[src/rtl/uart_rx_fifo_with_error_counts_defines.svh]
// Assertion macros used by the UART receive FIFO controller.
`ifndef UART_RX_FIFO_WITH_ERROR_COUNTS_DEFINES_SVH
`define UART_RX_FIFO_WITH_ERROR_COUNTS_DEFINES_SVH

// Same-cycle implication, checked at every rising edge outside reset.
`define URXF_ASSERT_NOW(lbl, clk, rst_n, ante, cons, msg) \
	lbl: assert property (@(posedge clk) disable iff (!(rst_n)) (ante) |-> (cons)) \
		else $error(msg);

// Next-cycle implication, checked at every rising edge outside reset.
`define URXF_ASSERT_NEXT(lbl, clk, rst_n, ante, cons, msg) \
	lbl: assert property (@(posedge clk) disable iff (!(rst_n)) (ante) |=> (cons)) \
		else $error(msg);

`endif

[src/rtl/urxf_pkg.sv]
// Package with the shared types and constants of the UART receive FIFO.
`default_nettype none
package urxf_pkg;

	// Item kinds carried in the slave-side tuser bit.
	localparam logic MODE_RX   = 1'b0;
	localparam logic MODE_READ = 1'b1;

	localparam int S_TDATA_W = 16;
	localparam int M_TDATA_W = 72;
	localparam int CNT_W     = 32;

	// Commands from the controller to the datapath.
	typedef struct packed {
		logic push;       // write the byte into the ring
		logic drop;       // ring full, count the lost byte
		logic err_inc;    // count a line error
		logic pop;        // read the oldest byte and advance
		logic load_now;   // load a result without ring data
		logic load_pop;   // load a result with the popped byte
	} urxf_cmd_t;

	// Status from the datapath to the controller.
	typedef struct packed {
		logic full;
		logic empty;
	} urxf_stat_t;

endpackage
`default_nettype wire

[src/rtl/urxf_dp.sv]
// Datapath of the UART receive FIFO: ring memory, pointers, counters, result register.
`default_nettype none
module urxf_dp #(
	parameter int DEPTH = 512
) (
	input  wire                          clk,
	input  wire                          arst_n,
	input  wire  urxf_pkg::urxf_cmd_t    cmd,
	input  wire  [7:0]                   rx_byte,
	output urxf_pkg::urxf_stat_t         stat,
	output logic                         read_valid,
	output logic [7:0]                   read_data,
	output logic [urxf_pkg::CNT_W-1:0]   overflow_total,
	output logic [urxf_pkg::CNT_W-1:0]   error_total
);

	localparam int PW = $clog2(DEPTH);
	localparam logic [PW-1:0] LAST = PW'(DEPTH - 1);

	logic [7:0]                 ring_q [DEPTH];
	logic [7:0]                 rd_byte_q;
	logic [PW-1:0]              wr_ptr_q;
	logic [PW-1:0]              rd_ptr_q;
	logic [PW-1:0]              wr_next;
	logic [PW-1:0]              rd_next;
	logic [urxf_pkg::CNT_W-1:0] drop_cnt_q;
	logic [urxf_pkg::CNT_W-1:0] err_cnt_q;
	logic [urxf_pkg::CNT_W-1:0] drop_cnt_next;
	logic [urxf_pkg::CNT_W-1:0] err_cnt_next;
	logic                       read_valid_q;
	logic [7:0]                 read_data_q;
	logic [urxf_pkg::CNT_W-1:0] overflow_total_q;
	logic [urxf_pkg::CNT_W-1:0] error_total_q;

	// Pointers wrap at DEPTH, which need not be a power of two.
	assign wr_next = (wr_ptr_q == LAST) ? '0 : wr_ptr_q + 1'b1;
	assign rd_next = (rd_ptr_q == LAST) ? '0 : rd_ptr_q + 1'b1;

	assign stat.full  = (wr_next == rd_ptr_q);
	assign stat.empty = (wr_ptr_q == rd_ptr_q);

	assign drop_cnt_next = drop_cnt_q + urxf_pkg::CNT_W'(cmd.drop);
	assign err_cnt_next  = err_cnt_q + urxf_pkg::CNT_W'(cmd.err_inc);

	// Ring storage with a registered read port.
	always_ff @(posedge clk) begin
		if (cmd.push) begin
			ring_q[wr_ptr_q] <= rx_byte;
		end
		if (cmd.pop) begin
			rd_byte_q <= ring_q[rd_ptr_q];
		end
	end

	always_ff @(posedge clk or negedge arst_n) begin
		if (!arst_n) begin
			wr_ptr_q   <= '0;
			rd_ptr_q   <= '0;
			drop_cnt_q <= '0;
			err_cnt_q  <= '0;
		end else begin
			if (cmd.push) begin
				wr_ptr_q <= wr_next;
			end
			if (cmd.pop) begin
				rd_ptr_q <= rd_next;
			end
			drop_cnt_q <= drop_cnt_next;
			err_cnt_q  <= err_cnt_next;
		end
	end

	// Result register; counters are unchanged while a pop is in flight.
	always_ff @(posedge clk) begin
		if (cmd.load_now) begin
			read_valid_q     <= 1'b0;
			read_data_q      <= 8'd0;
			overflow_total_q <= drop_cnt_next;
			error_total_q    <= err_cnt_next;
		end else if (cmd.load_pop) begin
			read_valid_q     <= 1'b1;
			read_data_q      <= rd_byte_q;
			overflow_total_q <= drop_cnt_q;
			error_total_q    <= err_cnt_q;
		end
	end

	assign read_valid     = read_valid_q;
	assign read_data      = read_data_q;
	assign overflow_total = overflow_total_q;
	assign error_total    = error_total_q;

endmodule
`default_nettype wire

[src/rtl/urxf_ctrl.sv]
// Controller of the UART receive FIFO: handshakes, pop sequencing, datapath commands.
`default_nettype none
`include "uart_rx_fifo_with_error_counts_defines.svh"
module urxf_ctrl (
	input  wire                   clk,
	input  wire                   arst_n,
	input  wire                   s_tvalid,
	output logic                  s_tready,
	input  wire                   mode,
	input  wire                   data_ready,
	input  wire                   any_err,
	output logic                  m_tvalid,
	input  wire                   m_tready,
	input  wire urxf_pkg::urxf_stat_t stat,
	output urxf_pkg::urxf_cmd_t   cmd
);

	localparam logic ST_IDLE = 1'b0;
	localparam logic ST_POP  = 1'b1;

	logic state_q;
	logic state_d;
	logic out_valid_q;
	logic accept;
	logic is_rx;

	assign is_rx    = (mode == urxf_pkg::MODE_RX);
	assign s_tready = (state_q == ST_IDLE) && (!out_valid_q || m_tready);
	assign accept   = s_tvalid && s_tready;

	always_comb begin
		cmd.push     = accept && is_rx && data_ready && !stat.full;
		cmd.drop     = accept && is_rx && data_ready && stat.full;
		cmd.err_inc  = accept && is_rx && any_err;
		cmd.pop      = accept && !is_rx && !stat.empty;
		cmd.load_now = accept && (is_rx || stat.empty);
		cmd.load_pop = (state_q == ST_POP);
	end

	always_comb begin
		case (state_q)
			ST_IDLE: state_d = cmd.pop ? ST_POP : ST_IDLE;
			ST_POP:  state_d = ST_IDLE;
			default: state_d = ST_IDLE;
		endcase
	end

	always_ff @(posedge clk or negedge arst_n) begin
		if (!arst_n) begin
			state_q     <= ST_IDLE;
			out_valid_q <= 1'b0;
		end else begin
			state_q <= state_d;
			if (cmd.load_now || cmd.load_pop) begin
				out_valid_q <= 1'b1;
			end else if (m_tready) begin
				out_valid_q <= 1'b0;
			end
		end
	end

	assign m_tvalid = out_valid_q;

	`URXF_ASSERT_NEXT(a_pop_leaves_out_free, clk, arst_n, cmd.pop, (state_q == ST_POP) && !out_valid_q, "pop started while result register busy")
	`URXF_ASSERT_NEXT(a_pop_yields_result, clk, arst_n, state_q == ST_POP, out_valid_q, "popped byte not presented")
	`URXF_ASSERT_NOW(a_one_ring_op, clk, arst_n, 1'b1, $countones({cmd.push, cmd.drop, cmd.pop}) <= 1, "more than one ring operation at once")

endmodule
`default_nettype wire

[src/rtl/uart_rx_fifo_with_error_counts.sv]
// Top level of the UART receive FIFO with overflow and line-error counters.
// A receive event or a read of an empty ring shows its result in the cycle after
// acceptance; a popped byte passes the ring's registered read port, then the result
// register. One transaction per cycle while m_tready holds; a pop stalls s_tready.
// Reset clears the pointers, both counters and all control state at once; the ring
// contents are not cleared and no clearing pass runs, so the block is ready right away.
`default_nettype none
module uart_rx_fifo_with_error_counts #(
	parameter int DEPTH = 512
) (
	input  wire          clk,
	input  wire          arst_n,
	// Slave side: receive events and read requests.
	input  wire          s_tvalid,
	output logic         s_tready,
	// s_tdata from bit 0: rx_byte[7:0], data_ready, overrun_flag, noise_flag,
	// framing_flag, parity_flag, then three zero bits.
	input  wire  [15:0]  s_tdata,
	// s_tuser: mode (0 = receive event, 1 = read request).
	input  wire          s_tuser,
	// Master side: one result per accepted transaction.
	output logic         m_tvalid,
	input  wire          m_tready,
	// m_tdata from bit 0: read_data[7:0], overflow_total[31:0], error_total[31:0].
	output logic [71:0]  m_tdata,
	// m_tuser: read_valid.
	output logic         m_tuser
);

	urxf_pkg::urxf_cmd_t  cmd;
	urxf_pkg::urxf_stat_t stat;

	logic [7:0]                 rx_byte;
	logic                       data_ready;
	logic                       any_err;
	logic                       read_valid;
	logic [7:0]                 read_data;
	logic [urxf_pkg::CNT_W-1:0] overflow_total;
	logic [urxf_pkg::CNT_W-1:0] error_total;

	// Unpack the slave transaction. The four line-error flags only matter as a group:
	// several at once still count as one error event.
	assign rx_byte    = s_tdata[7:0];
	assign data_ready = s_tdata[8];
	assign any_err    = s_tdata[9] | s_tdata[10] | s_tdata[11] | s_tdata[12];

	// The controller owns the handshakes and sequences the pop; the datapath
	// holds the ring, both pointers, the counters and the result register.
	urxf_ctrl u_ctrl (
		.clk        (clk),
		.arst_n     (arst_n),
		.s_tvalid   (s_tvalid),
		.s_tready   (s_tready),
		.mode       (s_tuser),
		.data_ready (data_ready),
		.any_err    (any_err),
		.m_tvalid   (m_tvalid),
		.m_tready   (m_tready),
		.stat       (stat),
		.cmd        (cmd)
	);

	urxf_dp #(
		.DEPTH (DEPTH)
	) u_dp (
		.clk            (clk),
		.arst_n         (arst_n),
		.cmd            (cmd),
		.rx_byte        (rx_byte),
		.stat           (stat),
		.read_valid     (read_valid),
		.read_data      (read_data),
		.overflow_total (overflow_total),
		.error_total    (error_total)
	);

	// Pack the master transaction.
	assign m_tdata = {error_total, overflow_total, read_data};
	assign m_tuser = read_valid;

endmodule
`default_nettype wire
[config.mk]
export PLATFORM = sky130hd
export DESIGN_NAME = uart_rx_fifo_with_error_counts
export DESIGN_NICKNAME = d
export VERILOG_FILES = /design/src/rtl/urxf_pkg.sv /design/src/rtl/urxf_dp.sv /design/src/rtl/urxf_ctrl.sv /design/src/rtl/uart_rx_fifo_with_error_counts.sv
export VERILOG_INCLUDE_DIRS = /design/src /design/src/rtl
export SDC_FILE = /design/constraint.sdc
export NUM_CORES = 2
export LEC_CHECK = 0
export BUFFER_PORTS_ARGS = -buffer_cell sky130_fd_sc_hd__buf_2
export CAP_MARGIN = 20
export CORE_ASPECT_RATIO = 1.1
export CORE_MARGIN = 5
export CORE_UTILIZATION = 29
export CTS_CLUSTER_SIZE = 28
export DETAILED_ROUTE_END_ITERATION = 10
export PLACE_DENSITY = 0.43
export SLEW_MARGIN = 20
export SYNTH_ARGS = -nofsm -noshare
export SYNTH_HDL_FRONTEND = slang
export SYNTH_SLANG_ARGS = --single-unit
[constraint.sdc]
create_clock -name clk -period 6.76 [get_ports clk]
set_input_delay 1.352 -clock clk [delete_from_list [all_inputs] [get_ports clk]]
set_output_delay 1.352 -clock clk [all_outputs]
set_load 0.1 [all_outputs]
==> flow_summary_export.csv <==
group,metric,value,unit
outcome,outcome,"completed",
floorplan,die_w,733,µm
cts,cts_sinks,4261,
floorplan,fp.coreArea,0.574,mm²
timing,finalHoldViolations,0,
cts,cts_root_buf,"clkbuf_16",
finish,fin_util,33.4,%
floorplan,dieArea,0.591,mm²
logic_synthesis,synth_edf_count,4168,
timing,worst_pin_slew,1.39,ns
drt,routed_wl,521000,µm
timing,skew,0.0596,ns
flow_run,maxCapViolations,0,
logic_synthesis,yosys.cell_types.count,80,
timing,final.min_clock_period,5.19,ns
cts,cts_made_buffers,450,
logic_synthesis,synth_flop_cell,"edfxtp_1",
place,numPortBuffers,92,
place,place_congestion,0.793,
logic_synthesis,synth.mux.area_fraction,15.3,%
logic_synthesis,ys_ff_latch,4261,
critical_path,endpoint_kind,"register",
cts,cts_tree,"built",
drt,post-route-drc-count,0,
grt,grt_max_degree,169,
timing,final_max_slew_viol_count,0,
logic_synthesis,postSynthNetCount,8140,
drt,ant_nets,0,
logic_synthesis,synth-adder-area-share,0.0824,%
critical_path,cp_max_fo,24,
timing,max_slew_margin,7.19,%
critical_path,cp.arrival,5.81,ns
cts,ctsLongestPathBuffers,4,
cts,ctsHtreeMaxLevel,5,
critical_path,start_kind,"register",
finish,final_cell_mix,"edfxtp_1 (4168), mux4_2 (934), nor2_1 (608)",
cts,clk_pin_slew_worst_paths,0.06,ns
floorplan,io_pins,96,
logic_synthesis,synth-compound-area-share,2.92,%
critical_path,crit_type,"register to register",
logic_synthesis,ys_warn_count,0,
grt,grt_overflow_total,0,
cts,cts_hold_buffers,0,
cts,cts_setup_buffers,0,
timing,clock.fmax,193,MHz
floorplan,die_h,806,µm
floorplan,start_util,29.1,%
timing,setup_viol,0,
finish,final_common_cell,"edfxtp_1",
grt,grt_pass1_vias,85500,
power,vdd_ir_drop_max,0.292,mV
min_path,hold_class,"primary input to async pin",
grt,grt_usage,17.2,%
cts,cts-resized-gates,0,
drt,drt_iter0_drc,8112,
floorplan,rows,292,
finish,area_growth,14.9,%
logic_synthesis,syn_avg_cell_area,20.6,µm²
finish,nFillCells,54300,
logic_synthesis,yosysSeqAreaShare,76.3,%
logic_synthesis,synth_simple_gate_area_share,2.81,%
critical_path,cp.required,7.38,ns
logic_synthesis,synth_top_family_by_area,"multiplexers",
critical_path,reg2reg_depth,13,
grt,antenna_found_initial,31,
power,powerDensity,387,mW/mm²
finish,drive_gt1_share,23.0,%
drt,vias,83000,
drt,via_per_inst,5.04,
logic_synthesis,synth_cells,8108,
logic_synthesis,synthArstFlopShare,1.97,%
drt,wl_per_cell,31.6,µm
finish,layout.nets,8446,
timing,fin_tns_setup,0,ns
timing,period_share,76.7,%
place,dp_hpwl,314000,µm
grt,grt_pass1_wl,717000,µm
logic_synthesis,yosys.area_share.xor_xnor,0.743,%
power,p_leak,58.9,nW
cts,worstSkewPairLatency,1.03,ns
drt,first_pass_iters,6,
logic_synthesis,synth_area,0.167,mm²
timing,rsz0062_at_grt,"false",
[metrics by stage]
| step | power [mW] | cells | area, µm² | hold WS (ns) | setup slack (ns) |
|---|---|---|---|---|---|
| after CTS | 75.3 | 16400 | 192000 | 0.175 | 1.52 |
| after global placement | 50.9 | 15600 | 177000 | 0.478 | 1.29 |
| after floorplan | 42.7 | 8108 | 167000 | 0.457 | 0.0682 |
| final | 74.3 | 16500 | 192000 | 0.269 | 1.57 |
| after global routing | 76.8 | 16400 | 192000 | 0.232 | 1.16 |
| after detailed placement | 51.0 | 15600 | 178000 | 0.469 | 1.52 |
[cells by family (layout without fill, tap and decap cells)]
kind of cell / count (synthesis) / count (layout)
buffers and inverters: 533 / 1220
adder cells (fa/ha/maj): 11 / 11
flip-flops: 4261 / 4261
multiplexers: 1364 / 1364
XOR/XNOR: 140 / 140
other: 0 / 17
AND/OR/NAND/NOR: 1109 / 1109
AO/OA/AOI/OAI: 690 / 690
[power by group]
part	total [mW]	leakage, nW	switching (mW)	internal [mW]
Sequential	29.6	38.7	0.398	29.3
Combinational	20.4	13.2	12.7	7.67
Clock	24.2	6.98	10.5	13.7
Total	74.3	58.9	23.6	50.7
[synthesized netlist by cell type, drive strengths merged (21+ instances only)]
library cell / count / area [µm²]
a22oi: 70 / 526
nand4: 23 / 144
edfxtp: 4168 / 125000
and3: 28 / 175
a221oi: 72 / 631
nand3: 67 / 335
dfrtp: 84 / 2100
xor2: 56 / 490
o21ai: 109 / 546
mux4: 949 / 21400
nor3: 32 / 165
mux2: 24 / 270
a21oi: 140 / 701
nand2: 251 / 942
clkbuf: 187 / 702
nor2: 618 / 2320
o2111ai: 21 / 246
and2: 25 / 156
o221ai: 64 / 561
xnor2: 83 / 727
buf: 327 / 2180
a31oi: 25 / 156
a211oi: 24 / 180
mux2i: 391 / 3910
o22ai: 49 / 307
[metal layers]
metal	vias up	track usage, %	wire length (µm)
met4	4	4.78	15700
met3	648	2.79	29200
met1	45500	23.0	221000
met2	2597	28.9	255000
li1	34200	-	-
met5	-	0	23
[flip-flops by register name (all words and copies together) (netlist names)]
signal               flops
u_dp.wr_ptr_q            9
u_ctrl.m_tvalid          1
u_dp.ring_q           4096
u_dp.error_total        32
u_dp.read_valid          1
u_dp.rd_ptr_q            9
u_dp.drop_cnt_q         32
u_dp.read_data           8
u_ctrl.state_q           1
u_dp.overflow_total     32
u_dp.rd_byte_q           8
u_dp.err_cnt_q          32
[critical path, stage by stage, from the launching register on]
cell	delay (ns)
dfrtp_1	0.49
ha_1	0.55
nand3_1	0.28
nor3_1	0.27
ha_1	0.18
buf_4	0.21
nor2_1	0.08
xor2_1	0.16
nor4b_1	0.07
nand4_1	0.12
buf_4	0.49
o2111ai_4	0.58
buf_4	0.51
nor2_1	0.76
[area by class of cell]
class | count | area [µm²] | area share, %
inverter | 19 | 93.8 | 0.0489
clock inverter | 290 | 2540 | 1.32
timing repair buffer | 368 | 3480 | 1.81
sequential | 4261 | 127000 | 66.4
clock buffer | 543 | 11800 | 6.13
multi-input combinational | 3314 | 37000 | 19.3
antenna | 17 | 42.5 | 0.0222
tap | 7644 | 9560 | 4.98
[worst paths after layout]
| kind | start | end | slack (ns) |
|---|---|---|---|
| min in group clk | u_dp.read_valid | u_dp.read_valid | 0.48 |
| worst min-delay path | arst_n | u_dp.drop_cnt_q[22] | 0.27 |
| worst max-delay path | u_dp.wr_ptr_q[0] | u_dp.ring_q[481][5] | 1.57 |
| worst min register to register | u_dp.read_valid | u_dp.read_valid | 0.48 |
| worst max register to register | u_dp.wr_ptr_q[0] | u_dp.ring_q[481][5] | 1.57 |
| max in group asynchronous | arst_n | u_dp.rd_ptr_q[5] | 5.06 |
Power figures use the tool's default switching activity.
